<file path="src/sv/mqtt_publish_deframer_defines.svh">
// assertion macros for the mqtt publish deframer
// used by the modules that carry concurrent checks; no other dependencies
`ifndef MQTT_PUBLISH_DEFRAMER_DEFINES_SVH
`define MQTT_PUBLISH_DEFRAMER_DEFINES_SVH

// property checked on every rising clock edge outside of reset
`define MPD_ASSERT(label, clk, rst_n, prop, msg) \
    label: assert property (@(posedge clk) disable iff (!rst_n) prop) else $error(msg);

// condition that must never be seen outside of reset
`define MPD_NEVER(label, clk, rst_n, cond, msg) \
    `MPD_ASSERT(label, clk, rst_n, !(cond), msg)

`endif

</file>
<file path="src/sv/mpd_pkg.sv">
// shared types and constants for the mqtt publish deframer
// no dependencies
package mpd_pkg;

    localparam int LEN_W   = 28;
    localparam int TOPIC_W = 16;

    typedef enum logic [7:0] {
        PH_HEADER  = 8'b0000_0001,
        PH_LENGTH  = 8'b0000_0010,
        PH_TLEN_HI = 8'b0000_0100,
        PH_TLEN_LO = 8'b0000_1000,
        PH_TOPIC   = 8'b0001_0000,
        PH_PAYLOAD = 8'b0010_0000,
        PH_SKIP    = 8'b0100_0000,
        PH_ERROR   = 8'b1000_0000
    } t_phase;

    localparam logic [1:0] KIND_OTHER   = 2'd0;
    localparam logic [1:0] KIND_TOPIC   = 2'd1;
    localparam logic [1:0] KIND_PAYLOAD = 2'd2;
    localparam logic [1:0] KIND_ERROR   = 2'd3;

    typedef struct packed {
        t_phase             phase;
        logic [LEN_W-1:0]   bytes_left;
        logic [1:0]         varint_index;
        logic [TOPIC_W-1:0] topic_left;
        logic [7:0]         topic_high_byte;
        logic               publish_flag;
        logic               error_flag;
    } t_state;

    // handshake between the input register and the parser stage
    typedef struct packed {
        logic take;
    } t_link;

endpackage

</file>
<file path="src/sv/mpd_in_stage.sv">
// input register of the deframer: holds one received byte for the parser
// depends on mpd_pkg
module mpd_in_stage (
    input  logic          i_clk,
    input  logic          i_rst_n,
    input  logic          i_valid,
    output logic          o_stall,
    input  logic [7:0]    i_byte,
    input  mpd_pkg::t_link i_link,
    output logic          o_valid,
    output logic [7:0]    o_byte
);
    import mpd_pkg::*;

    logic       r_valid;
    logic [7:0] r_byte;
    logic       load;

    assign load    = !r_valid || i_link.take;
    assign o_stall = !load;

    always_ff @(posedge i_clk) begin
        if (!i_rst_n) begin
            r_valid <= 1'b0;
        end else if (load) begin
            r_valid <= i_valid;
        end
    end

    always_ff @(posedge i_clk) begin
        if (load && i_valid) begin
            r_byte <= i_byte;
        end
    end

    assign o_valid = r_valid;
    assign o_byte  = r_byte;

endmodule

</file>
<file path="src/sv/mpd_parser.sv">
// packet state, per-byte classification and result register of the deframer
// depends on mpd_pkg and mqtt_publish_deframer_defines.svh
`include "mqtt_publish_deframer_defines.svh"

module mpd_parser (
    input  logic           i_clk,
    input  logic           i_rst_n,
    input  logic           i_valid,
    input  logic [7:0]     i_byte,
    output mpd_pkg::t_link o_link,
    output logic           o_out_valid,
    input  logic           i_out_stall,
    output logic [7:0]     o_data_byte,
    output logic [1:0]     o_byte_kind,
    output logic           o_packet_end,
    output logic           o_is_publish,
    output logic           o_stream_error
);
    import mpd_pkg::*;

    t_state             r_state;
    t_state             n_state;
    logic               take;
    logic               fire;
    logic [1:0]         kind;
    logic               pkt_end;
    logic               pub;
    logic               err_set;
    logic [LEN_W-1:0]   len_part;
    logic [LEN_W-1:0]   len_or;
    logic [LEN_W-1:0]   len_dec;
    logic [TOPIC_W-1:0] topic_len;
    logic [TOPIC_W-1:0] topic_dec;

    logic       r_out_valid;
    logic [7:0] r_out_data;
    logic [1:0] r_out_kind;
    logic       r_out_end;
    logic       r_out_pub;
    logic       r_out_err;

    assign take        = !r_out_valid || !i_out_stall;
    assign fire        = i_valid && take;
    assign o_link.take = take;

    // 7-bit varint group placed at its little-endian position
    always_comb begin
        case (r_state.varint_index)
            2'd0:    len_part = {21'd0, i_byte[6:0]};
            2'd1:    len_part = {14'd0, i_byte[6:0], 7'd0};
            2'd2:    len_part = {7'd0, i_byte[6:0], 14'd0};
            default: len_part = {i_byte[6:0], 21'd0};
        endcase
    end

    assign len_or    = r_state.bytes_left | len_part;
    assign len_dec   = r_state.bytes_left - {{(LEN_W-1){1'b0}}, 1'b1};
    assign topic_len = {r_state.topic_high_byte, i_byte};
    assign topic_dec = r_state.topic_left - {{(TOPIC_W-1){1'b0}}, 1'b1};

    always_comb begin
        n_state = r_state;
        kind    = KIND_OTHER;
        pkt_end = 1'b0;
        err_set = 1'b0;
        case (r_state.phase)
            PH_LENGTH: begin
                n_state.bytes_left = len_or;
                if (i_byte[7]) begin
                    if (r_state.varint_index == 2'd3) begin
                        err_set = 1'b1;
                    end else begin
                        n_state.varint_index = r_state.varint_index + 2'd1;
                    end
                end else if (r_state.publish_flag) begin
                    if (len_or < LEN_W'(2)) begin
                        err_set = 1'b1;
                    end else begin
                        n_state.phase = PH_TLEN_HI;
                    end
                end else if (len_or == '0) begin
                    pkt_end       = 1'b1;
                    n_state.phase = PH_HEADER;
                end else begin
                    n_state.phase = PH_SKIP;
                end
            end
            PH_TLEN_HI: begin
                n_state.topic_high_byte = i_byte;
                n_state.bytes_left      = len_dec;
                n_state.phase           = PH_TLEN_LO;
            end
            PH_TLEN_LO: begin
                n_state.topic_left = topic_len;
                n_state.bytes_left = len_dec;
                if ({{(LEN_W-TOPIC_W){1'b0}}, topic_len} > len_dec) begin
                    err_set = 1'b1;
                end else if (len_dec == '0) begin
                    pkt_end       = 1'b1;
                    n_state.phase = PH_HEADER;
                end else if (topic_len != '0) begin
                    n_state.phase = PH_TOPIC;
                end else begin
                    n_state.phase = PH_PAYLOAD;
                end
            end
            PH_TOPIC: begin
                kind               = KIND_TOPIC;
                n_state.topic_left = topic_dec;
                n_state.bytes_left = len_dec;
                if (len_dec == '0) begin
                    pkt_end       = 1'b1;
                    n_state.phase = PH_HEADER;
                end else if (topic_dec == '0) begin
                    n_state.phase = PH_PAYLOAD;
                end
            end
            PH_PAYLOAD, PH_SKIP: begin
                if (r_state.phase == PH_PAYLOAD) begin
                    kind = KIND_PAYLOAD;
                end
                n_state.bytes_left = len_dec;
                if (len_dec == '0) begin
                    pkt_end       = 1'b1;
                    n_state.phase = PH_HEADER;
                end
            end
            PH_ERROR: begin
                n_state.phase = PH_ERROR;
            end
            default: begin
                // fixed header byte
                n_state.publish_flag    = (i_byte[7:4] == 4'h3);
                n_state.bytes_left      = '0;
                n_state.varint_index    = 2'd0;
                n_state.topic_left      = '0;
                n_state.topic_high_byte = 8'd0;
                n_state.phase           = PH_LENGTH;
            end
        endcase
        if (err_set) begin
            n_state.error_flag = 1'b1;
        end
        pub = n_state.publish_flag;
        // once in error every result is flagged and the parser stays put
        if (n_state.error_flag) begin
            n_state.phase = PH_ERROR;
            kind          = KIND_ERROR;
            pkt_end       = 1'b0;
            pub           = 1'b0;
        end
    end

    always_ff @(posedge i_clk) begin
        if (!i_rst_n) begin
            r_state.phase           <= PH_HEADER;
            r_state.bytes_left      <= '0;
            r_state.varint_index    <= 2'd0;
            r_state.topic_left      <= '0;
            r_state.topic_high_byte <= 8'd0;
            r_state.publish_flag    <= 1'b0;
            r_state.error_flag      <= 1'b0;
            r_out_valid             <= 1'b0;
        end else begin
            if (fire) begin
                r_state <= n_state;
            end
            if (take) begin
                r_out_valid <= i_valid;
            end
        end
    end

    always_ff @(posedge i_clk) begin
        if (fire) begin
            r_out_data <= i_byte;
            r_out_kind <= kind;
            r_out_end  <= pkt_end;
            r_out_pub  <= pub;
            r_out_err  <= n_state.error_flag;
        end
    end

    assign o_out_valid    = r_out_valid;
    assign o_data_byte    = r_out_data;
    assign o_byte_kind    = r_out_kind;
    assign o_packet_end   = r_out_end;
    assign o_is_publish   = r_out_pub;
    assign o_stream_error = r_out_err;

    `MPD_ASSERT(a_err_sticky, i_clk, i_rst_n, r_state.error_flag |=> r_state.error_flag, "error flag cleared without reset")
    `MPD_ASSERT(a_err_phase, i_clk, i_rst_n, r_state.error_flag |-> (r_state.phase == PH_ERROR), "error flag set outside error phase")
    `MPD_NEVER(a_err_result, i_clk, i_rst_n, r_out_valid && r_out_err && ((r_out_kind != KIND_ERROR) || r_out_end || r_out_pub), "error result not fully flagged")
    `MPD_NEVER(a_topic_pub, i_clk, i_rst_n, r_out_valid && (r_out_kind == KIND_TOPIC) && !r_out_pub, "topic byte outside a publish")

endmodule

</file>
<file path="src/sv/mqtt_publish_deframer.sv">
// MQTT publish deframer: one received broker byte in, one tagged byte out.
// Input channel: i_in_valid / o_in_stall with i_rx_byte; an item is taken at
// a clock edge with valid high and stall low.
// Output channel: o_out_valid / i_out_stall with o_data_byte, o_byte_kind
// (0 header, length field or skipped, 1 topic, 2 payload, 3 error), o_packet_end,
// o_is_publish and o_stream_error.
// Datapath: a taken byte sits in the input register and then passes to the
// result register, which drives the output.
// Throughput: one byte per cycle while the output is not stalled; the packet
// state (phase, remaining length and topic counters) is updated per byte.
// Reset (i_rst_n low, synchronous): both registers empty, parser waits for a
// fixed header byte, error flag cleared.
// Receiver stall: the result register holds its item; the input register keeps
// its byte, or takes one if it was empty, and o_in_stall is high while it is
// full until the result is taken.
// After a malformed length the error flag is sticky until reset; bytes are
// still passed through with kind 3.
// depends on mpd_pkg, mpd_in_stage and mpd_parser
module mqtt_publish_deframer (
    input  logic       i_clk,
    input  logic       i_rst_n,
    input  logic       i_in_valid,
    output logic       o_in_stall,
    input  logic [7:0] i_rx_byte,
    output logic       o_out_valid,
    input  logic       i_out_stall,
    output logic [7:0] o_data_byte,
    output logic [1:0] o_byte_kind,
    output logic       o_packet_end,
    output logic       o_is_publish,
    output logic       o_stream_error
);
    import mpd_pkg::*;

    t_link      link;
    logic       in_valid;
    logic [7:0] in_byte;

    mpd_in_stage u_in_stage (
        .i_clk   (i_clk),
        .i_rst_n (i_rst_n),
        .i_valid (i_in_valid),
        .o_stall (o_in_stall),
        .i_byte  (i_rx_byte),
        .i_link  (link),
        .o_valid (in_valid),
        .o_byte  (in_byte)
    );

    mpd_parser u_parser (
        .i_clk          (i_clk),
        .i_rst_n        (i_rst_n),
        .i_valid        (in_valid),
        .i_byte         (in_byte),
        .o_link         (link),
        .o_out_valid    (o_out_valid),
        .i_out_stall    (i_out_stall),
        .o_data_byte    (o_data_byte),
        .o_byte_kind    (o_byte_kind),
        .o_packet_end   (o_packet_end),
        .o_is_publish   (o_is_publish),
        .o_stream_error (o_stream_error)
    );

endmodule
</file>
<file path="config.mk">
export PLATFORM = sky130hd
export DESIGN_NAME = mqtt_publish_deframer
export DESIGN_NICKNAME = d
export VERILOG_FILES = /design/src/sv/mpd_pkg.sv /design/src/sv/mpd_in_stage.sv /design/src/sv/mpd_parser.sv /design/src/sv/mqtt_publish_deframer.sv
export VERILOG_INCLUDE_DIRS = /design/src /design/src/sv
export SDC_FILE = /design/constraint.sdc
export NUM_CORES = 1
export LEC_CHECK = 0
export BUFFER_PORTS_ARGS = -buffer_cell sky130_fd_sc_hd__buf_2
export CORE_ASPECT_RATIO = 0.75
export CORE_MARGIN = 2
export CORE_UTILIZATION = 66
export CTS_CLUSTER_DIAMETER = 120
export DETAILED_ROUTE_END_ITERATION = 10
export PLACE_DENSITY = 0.82
export SYNTH_ARGS = -nofsm -noshare
export SYNTH_HDL_FRONTEND = slang
export SYNTH_HIERARCHICAL = 1
export SYNTH_SLANG_ARGS = --single-unit
</file>
<file path="constraint.sdc">
create_clock -name i_clk -period 7 [get_ports i_clk]
set_input_delay 1.4 -clock i_clk [delete_from_list [all_inputs] [get_ports i_clk]]
set_output_delay 1.4 -clock i_clk [all_outputs]
set_load 0.02 [all_outputs]
</file>
==> results.sh, run 1 <==
export IMPL_drc_errors=0
export IMPL_multi_input_area_um2=3750
export IMPL_gp_congestion=0.959
export IMPL_fmax_mhz=218
export IMPL_crit_required_ns=7.14
export IMPL_htreeDepth=3
export IMPL_die_h_um=86.5
export IMPL_cts_sinks=87
export IMPL_min_path_type="reg2reg"
export IMPL_antenna_cells=0
export IMPL_drt_iter0_markers=780
export IMPL_ys_async_sr_fraction_pct=0
export IMPL_cts_tree="done"
export IMPL_die_w_um=114
export IMPL_finalCriticalPeriod_ns=4.59
export IMPL_die_area_um2=9850
export IMPL_grt_max_degree=68
export IMPL_synthMuxAreaShare_pct=0.167
export IMPL_cts_resized=0
export IMPL_synth_compound_area_share_pct=27.5
export IMPL_tightest_slew_ns=1.27
export IMPL_seq_area_um2=1950
export IMPL_drt_vias_per_instance=7.28
export IMPL_p_leak_nw=2.56
export IMPL_synth_xor_area_share_pct=3.45
export IMPL_cts_max_path_buffers=2
export IMPL_yosysWarnings=6
export IMPL_drtPass1Iterations=5
export IMPL_fin_tns_setup_ns=0
export IMPL_syn_nets=768
export IMPL_synth_top_flop_cell="dfxtp_1"
export IMPL_slew_violations=0
export IMPL_max_slew_margin_rel_pct=14.6
export IMPL_ir_drop_mv=0.171
export IMPL_final_fill_count=725
export IMPL_cts_setup_buffers=0
export IMPL_cp_slowest_cell="nor3_1"
export IMPL_fp_row_count=30
export IMPL_core_um2=8930
export IMPL_finalPower_mw=1.34
export IMPL_finalWirelength_um=18500
export IMPL_place_port_buffers=26
export IMPL_start_util_pct=67.0
export IMPL_switching_power_mw=0.393
export IMPL_setup_worst_path_end_class="register"
export IMPL_synth_fa_ha_area_share_pct=4.81
export IMPL_clock_skew_final_ns=0.00604
export IMPL_hold_ws_ns=0.524
export IMPL_ant_nets=0
export IMPL_syn_to_final_growth_pct=7.51
export IMPL_grt_pass1_wl_um=29100
export IMPL_clock_latency_ns=0.35
export IMPL_antenna_found_initial=0
export IMPL_syn_avg_cell_area_um2=8.16
export IMPL_start_kind="register"
export IMPL_r2r_setup_slack_ns=2.41
export IMPL_synthCells=733
export IMPL_yosysSeqAreaShare_pct=32.6
export IMPL_worstPathArrival_ns=4.73
export IMPL_synth_top_family_by_area="compound AO/OA/AOI/OAI gates"
export IMPL_synth_area_um2=5980
export IMPL_grt_remaining_overflow=0
export IMPL_outcome="completed"
export IMPL_fin_cells=840
export IMPL_grt_pass1_vias=5429
export IMPL_grt_usage_pct=38.2
export IMPL_fin_crit_sh_pct=65.5
export IMPL_setup_viol=0
export IMPL_ys_ff_latch=87
export IMPL_final_nets=758
export IMPL_synth_simple_area_share_pct=26.5
export IMPL_crit_type="reg2reg"
export IMPL_hpwlAfterDp_um=12200
export IMPL_hold_viol=0
export IMPL_cts_clk_slew_worst_paths_ns=0.07
export IMPL_cp_max_fo=11
export IMPL_path_cells="nor3_1 -> nand3_1 -> or4_1 -> and2_1 -> ha_1 -> nand4_1 -> nor2_1 -> o221a_2 -> a211oi_1 -> a21oi_1 -> a31oi_4 -> a21oi_4 -> o221ai_1"
export IMPL_p_sw_share_pct=29.4
export IMPL_yosysUniqueCellTypes=74
export IMPL_seq_power_share_pct=41.7
export IMPL_p_per_area_nw_per_um2=208
export IMPL_drive_gt1_share_pct=9.89
export IMPL_rsz0062_at_grt="no"
export IMPL_ctsHoldBuffers=0
export IMPL_synth_edf_count=21
export IMPL_numCtsBuffers=9
export IMPL_ios=27
export IMPL_pwr_share_clk_pct=39.5
export IMPL_cpPeakStageDelay_ns=0.83
export IMPL_dp_cells=824
export IMPL_power_internal_mw=0.943
export IMPL_cts_root_buf="clkbuf_16"
export IMPL_comb_power_share_pct=18.9
export IMPL_maxCapViolations=0
export IMPL_avgRoutedWirePerCell_um=22.0
export IMPL_via_count=6112
-- metrics by stage --
stage                     setup WS [ns]  util [%]  area (um2)
after floorplan                    3.32         -        5980
after CTS                          2.59      72.0        6430
final                              2.41      72.0        6430
after global routing               2.18      72.0        6430
after global placement             2.73      68.3        6100
after detailed placement           2.47      68.3        6100
-- area by class of cell --
| cell class | count | share of cell area, % |
|---|---|---|
| tap | 112 | 2.18 |
| clock inverter | 3 | 0.720 |
| clock buffer | 13 | 4.40 |
| inverter | 18 | 1.05 |
| sequential | 87 | 30.3 |
| multi-input combinational | 572 | 58.2 |
| timing repair buffer | 35 | 3.07 |
-- flip-flops by register name, summed over array words and instances (netlist names) --
| register | count |
|---|---|
| u_parser/o_byte_kind | 2 |
| u_in_stage/o_valid | 1 |
| u_parser/o_is_publish | 1 |
| u_parser/o_data_byte | 8 |
| u_parser/r_state | 64 |
| u_parser/o_stream_error | 1 |
| u_in_stage/o_byte | 8 |
| u_parser/o_packet_end | 1 |
| u_parser/o_out_valid | 1 |
-- cell usage after synthesis, types with 6 or more instances --
cell type	number	area share [%]
dfxtp_1	66	22
nand2_1	57	3.6
a21oi_1	56	4.7
o21ai_0	53	4.4
nor2_1	52	3.3
clkbuf_1	46	2.9
nor3_1	30	2.5
ha_1	23	4.8
nand3_1	22	1.8
nor2b_1	22	2.3
edfxtp_1	21	11
inv_1	18	1.1
o211a_1	17	2.8
nand4_1	16	1.7
nor4_1	15	1.6
xnor2_1	14	2.0
a21boi_0	13	1.6
or3_1	12	1.3
a31oi_1	11	1.1
o22ai_1	11	1.1
a22oi_1	10	1.3
o21a_1	9	1.1
or4_1	9	1.1
o221ai_1	7	1.0
xor2_1	7	1.0
a221o_1	6	1.0
and3_1	6	0.63
nor4b_1	6	0.88
-- cell usage in the layout (no fill, tap or decap), types with 12 or more instances in the layout --
master    synthesis  routed
a21boi_0         13      13
a21oi_1          56      56
buf_2             5      26
dfxtp_1          66      66
edfxtp_1         21      21
ha_1             23      23
inv_1            18      18
nand2_1          57      57
nand3_1          22      22
nand4_1          16      16
nor2_1           52      52
nor2b_1          22      22
nor3_1           30      30
nor4_1           15      14
o211a_1          17      17
o21ai_0          53      52
or3_1            12      12
xnor2_1          14      14
-- worst max-delay path: cells and delay by family, from the launching register on --
kind,cells,cell delay (ns)
adder cells (fa/ha/maj),1,0.31
flip-flops,1,0.39
AND/OR/NAND/NOR,6,2.28
AO/OA/AOI/OAI,6,1.40
-- layer usage --
layer  routed length [um]  track usage (%)  up-vias
li1                     -                -     2760
met1                 7530             53.4     2857
met2                 7780             55.2      428
met3                 2430             10.3       67
met4                  744             17.3        0
met5                    0                0        -
-- cells by family after synthesis --
| logic type | Yosys count |
|---|---|
| flops | 87 |
| buf+inv | 74 |
| mux | 1 |
| xor+xnor | 22 |
| fa+ha+maj | 23 |
| compound gates | 238 |
| simple gates | 288 |
-- final timing paths --
path	start	endpoint	cells after the start
hold reg to reg	u_parser/r_state[54]	u_parser/r_state[54]	2
hold / removal	u_parser/r_state[54]	u_parser/r_state[54]	2
setup / recovery	u_parser/r_state[32]	u_parser/r_state[56]	13
setup reg to reg	u_parser/r_state[32]	u_parser/r_state[56]	13
-- power groups by stage --
stage	logic (mW)	registers, mW	clock network, mW
6_report	0.252	0.557	0.527
5_1_grt	0.275	0.559	0.548
4_1_cts	0.245	0.555	0.530
3_5_place_dp	0.243	0.566	0
3_3_place_gp	0.237	0.565	0
2_1_floorplan	0.185	0.558	0
(Power assumes the default switching activity.)
==> run 2, diff against run 1 <==
CORE_UTILIZATION = 57   (was 66)
PLACE_DENSITY = 0.75   (was 0.82)
clock period = 4.1 ns   (was 7 ns; I/O delays follow)
==> results.sh, run 2 (synthesis gave the netlist of run 1 again) <==
export IMPL_avgRoutedWirePerCell_um=21.8
export IMPL_reg2reg_from="u_parser/r_state[37]"
export IMPL_cp_max_fo=11
export IMPL_hpwlAfterDp_um=13200
export IMPL_cts_tree="done"
export IMPL_slew_violations=0
export IMPL_grt_usage_pct=34.5
export IMPL_min_path_type="reg2reg"
export IMPL_ctsHoldBuffers=0
export IMPL_cts_clk_slew_worst_paths_ns=0.07
export IMPL_path_cells="or4_4 -> or4_1 -> and2_1 -> ha_1 -> nand4_1 -> nor2_1 -> o221a_2 -> a211oi_1 -> a21oi_2 -> a31oi_4 -> a21oi_4 -> o221ai_1"
export IMPL_grt_pass1_vias=5727
export IMPL_numCtsBuffers=9
export IMPL_drc_errors=0
export IMPL_setup_worst_path_end_class="register"
export IMPL_cts_sinks=87
export IMPL_largest_reg_flops=64
export IMPL_start_util_pct=58.4
export IMPL_grt_pass1_wl_um=30300
export IMPL_drtPass1Iterations=5
export IMPL_cts_max_path_buffers=2
export IMPL_min_delay_start="u_parser/r_state[54]"
export IMPL_clock_skew_final_ns=0.00704
export IMPL_core_um2=10200
export IMPL_hold_ws_ns=0.519
export IMPL_crit_path_start="u_parser/r_state[37]"
export IMPL_multi_input_area_um2=3750
export IMPL_ir_drop_mv=0.248
export IMPL_cpPeakStageDelay_ns=0.60
export IMPL_setup_viol=0
export IMPL_final_nets=775
export IMPL_grt_max_degree=48
export IMPL_p_per_area_nw_per_um2=351
export IMPL_layout_commonest_cell="dfxtp_1"
export IMPL_crit_required_ns=4.30
export IMPL_clock_latency_ns=0.35
export IMPL_die_area_um2=11300
export IMPL_finalCriticalPeriod_ns=3.78
export IMPL_drt_vias_per_instance=6.98
export IMPL_ant_nets=0
export IMPL_antenna_found_initial=0
export IMPL_regMostFlops="u_parser/r_state"
export IMPL_crit_type="reg2reg"
export IMPL_worstPathArrival_ns=3.98
export IMPL_maxCapViolations=0
export IMPL_grt_remaining_overflow=0
export IMPL_fp_row_count=32
export IMPL_postPlaceCellArea_um2=6260
export IMPL_gp_congestion=0.998
export IMPL_max_slew_margin_rel_pct=38.9
export IMPL_design_area_um2=6590
export IMPL_hold_viol=0
export IMPL_rsz0062_at_grt="no"
export IMPL_postLayoutCoreUtil_pct=64.3
export IMPL_die_h_um=92.7
export IMPL_cts_root_buf="clkbuf_16"
export IMPL_antenna_cells=0
export IMPL_place_port_buffers=26
export IMPL_finalWirelength_um=19200
export IMPL_fin_tns_setup_ns=0
export IMPL_start_kind="register"
export IMPL_drive_gt1_share_pct=12.3
export IMPL_die_w_um=122
export IMPL_outcome="completed"
export IMPL_ios=27
export IMPL_via_count=6153
export IMPL_tightest_slew_ns=0.909
export IMPL_drt_iter0_markers=942
export IMPL_final_fill_count=892
export IMPL_p_leak_nw=2.63
export IMPL_syn_to_final_growth_pct=10.1
export IMPL_fin_crit_sh_pct=92.1
export IMPL_htreeDepth=3
export IMPL_cp_slowest_cell="or4_4"
export IMPL_seq_area_um2=1950
export IMPL_final_cell_mix="dfxtp_1, nand2_1, a21oi_1"
export IMPL_fmax_mhz=265
==> run 2: critical path: cells and delay by family, from the launching register on <==
kind,cells,cell delay (ns)
compound gates,6,1.19
simple gates,5,1.72
fa+ha+maj,1,0.32
flops,1,0.42
==> run 2: area by class of cell <==
class / count / area share, %
inverters: 18 / 1.03
multi-input cells: 572 / 56.9
well taps: 136 / 2.58
clock buffers: 9 / 3.42
clock inverters: 7 / 1.46
repair buffers: 52 / 4.94
flip-flops and latches: 87 / 29.6
==> run 2: through the flow <==
stage	worst slack, ns	cells	total power [mW]
floorplan	0.424	733	1.27
global placement	0.372	865	1.40
detailed placement	0.265	865	1.41
CTS	0.232	881	2.30
global route	0.0879	881	2.39
finish	0.324	881	2.31
==> run 2: layer usage <==
layer,track usage [%],part of all wire [%],vias up
met4,12.0,3.1,0
met5,0,0,-
met2,50.0,42,392
li1,-,-,2788
met3,8.50,12,61
met1,49.4,43,2912
==> run 2: report_power, final <==
group,internal (mW),switching (mW),total (mW)
sequential,0.906,0.0410,0.947
clock,0.535,0.365,0.900
combinational,0.175,0.290,0.465
==> run 2: final timing paths <==
kind	to	slack [ns]	depth (start not counted)
hold reg to reg	u_parser/r_state[54]	0.52	2
setup reg to reg	u_parser/r_state[56]	0.32	12
hold / removal	u_parser/r_state[54]	0.52	2
setup / recovery	u_parser/r_state[56]	0.32	12
==> run 2: timing repair <==
item,CTS,global route
endpoints found under the setup margin,0,3
buffers inserted,0,0
gates resized for setup,0,1
==> run 3, diff against run 2 <==
REMOVE_ABC_BUFFERS = 1   (was default)
==> results.sh, run 3 (synthesis gave the netlist of run 1 again) <==
export IMPL_ctsHoldBuffers=0
export IMPL_grt_remaining_overflow=0
export IMPL_grt_max_degree=48
export IMPL_drtPass1Iterations=5
export IMPL_crit_type="reg2reg"
export IMPL_cts_max_path_buffers=2
export IMPL_fin_cells=876
export IMPL_fin_tns_setup_ns=0
export IMPL_ios=27
export IMPL_grtUsageMet3_pct=7.94
export IMPL_place_port_buffers=26
export IMPL_setup_viol=0
export IMPL_postPlaceCellArea_um2=6220
export IMPL_die_h_um=92.7
export IMPL_hold_viol=0
export IMPL_setup_worst_path_end_class="register"
export IMPL_tightest_slew_ns=0.826
export IMPL_drive_gt1_share_pct=11.8
export IMPL_die_w_um=122
export IMPL_busiest_layer="met1"
export IMPL_pwr_share_clk_pct=37.6
export IMPL_regMostFlops="u_parser/r_state"
export IMPL_ant_nets=0
export IMPL_grt_usage_pct=33.5
export IMPL_grtUsageMet1_pct=48.8
export IMPL_finalPower_mw=2.24
export IMPL_finalCriticalPeriod_ns=3.84
export IMPL_cts_root_buf="clkbuf_16"
export IMPL_core_um2=10200
export IMPL_drt_vias_per_instance=6.92
export IMPL_min_path_type="reg2reg"
export IMPL_fp_row_count=32
export IMPL_maxCapViolations=0
export IMPL_antenna_cells=0
export IMPL_p_leak_nw=2.61
export IMPL_ir_drop_mv=0.258
export IMPL_cts_tree="done"
export IMPL_max_slew_margin_rel_pct=44.5
export IMPL_largest_reg_flops=64
export IMPL_dp_cells=860
export IMPL_p_sw_share_pct=32.7
export IMPL_drt_iter0_markers=794
export IMPL_htreeDepth=3
export IMPL_worstPathArrival_ns=4.08
export IMPL_final_cell_mix="dfxtp_1, nand2_1, a21oi_1"
export IMPL_fin_crit_sh_pct=93.7
export IMPL_fmax_mhz=260
export IMPL_hpwlAfterDp_um=12300
export IMPL_design_area_um2=6530
export IMPL_via_count=6059
export IMPL_cts_setup_buffers=0
export IMPL_drc_errors=0
export IMPL_layout_commonest_cell="dfxtp_1"
export IMPL_cts_clk_slew_worst_paths_ns=0.07
export IMPL_outcome="completed"
export IMPL_clock_skew_final_ns=0.00805
export IMPL_start_kind="register"
export IMPL_use_met2_pct=48.1
export IMPL_final_nets=770
export IMPL_switching_power_mw=0.734
export IMPL_cts_sinks=87
export IMPL_syn_to_final_growth_pct=9.16
export IMPL_start_util_pct=58.4
export IMPL_seq_power_share_pct=42.3
export IMPL_power_internal_mw=1.51
export IMPL_comb_power_share_pct=20.1
export IMPL_pre_cts_ws_ns=0.287
export IMPL_cts_resized=0
export IMPL_p_per_area_nw_per_um2=343
export IMPL_rsz0062_at_grt="no"
export IMPL_crit_required_ns=4.34
export IMPL_gp_congestion=1.03
export IMPL_grt_pass1_wl_um=29600
export IMPL_grt_pass1_vias=5555
export IMPL_die_area_um2=11300
export IMPL_fin_ws_ns=0.260
export IMPL_antenna_found_initial=0
export IMPL_numCtsBuffers=9
export IMPL_cp_max_fo=11
export IMPL_avgRoutedWirePerCell_um=21.0
export IMPL_clock_latency_ns=0.35
export IMPL_slew_violations=0
export IMPL_finalWirelength_um=18400
[run 3: worst paths after layout]
| path | start | endpoint | slack [ns] | depth (start not counted) |
|---|---|---|---|---|
| min | u_parser/r_state[7] | u_parser/r_state[7] | 0.52 | 2 |
| max reg2reg | u_parser/r_state[28] | u_parser/r_state[63] | 0.26 | 16 |
| max | u_parser/r_state[28] | u_parser/r_state[63] | 0.26 | 16 |
| min reg2reg | u_parser/r_state[7] | u_parser/r_state[7] | 0.52 | 2 |
[run 3: metrics by stage]
step / utilization, % / hold slack (ns)
after global routing: 63.7 / 0.548
after detailed placement: 60.7 / 0.504
after floorplan: - / 0.463
after CTS: 63.7 / 0.515
final: 63.7 / 0.516
after global placement: 60.7 / 0.492
[run 3: routing by layer]
metal	vias up	part of all wire, %
met3	37	11
met2	386	43
met5	-	0
met1	2864	44
met4	0	2.1
li1	2772	-
[run 3: final cells by class]
type,count,area [um2]
multi-input cells,572,3750
fillers,924,3720
well taps,136,170
inverters,18,67.6
clock buffers,9,225
flip-flops and latches,87,1950
clock inverters,7,78.8
repair buffers,47,288
[run 3: critical path, cell delays in order (launching register included)]
cell and delay (ns):
dfxtp_1 0.38, inv_1 0.10, ha_1 0.25, nor3b_1 0.28, buf_4 0.21, nand4_1 0.23
nor2_1 0.22, xnor2_1 0.19, ha_1 0.30, nand4_1 0.12, nor2_1 0.09, o221a_2 0.12
a211oi_1 0.30, a21oi_2 0.15, a31oi_4 0.36, a21oi_4 0.15, o221a_1 0.27
[run 3: power groups by stage]
| stage | combinational [mW] | clock, mW | sequential (mW) |
|---|---|---|---|
| floorplan | 0.291 | 0 | 0.961 |
| global placement | 0.423 | 0 | 0.964 |
| detailed placement | 0.435 | 0 | 0.966 |
| CTS | 0.437 | 0.853 | 0.947 |
| global route | 0.490 | 0.889 | 0.951 |
| finish | 0.451 | 0.843 | 0.949 |
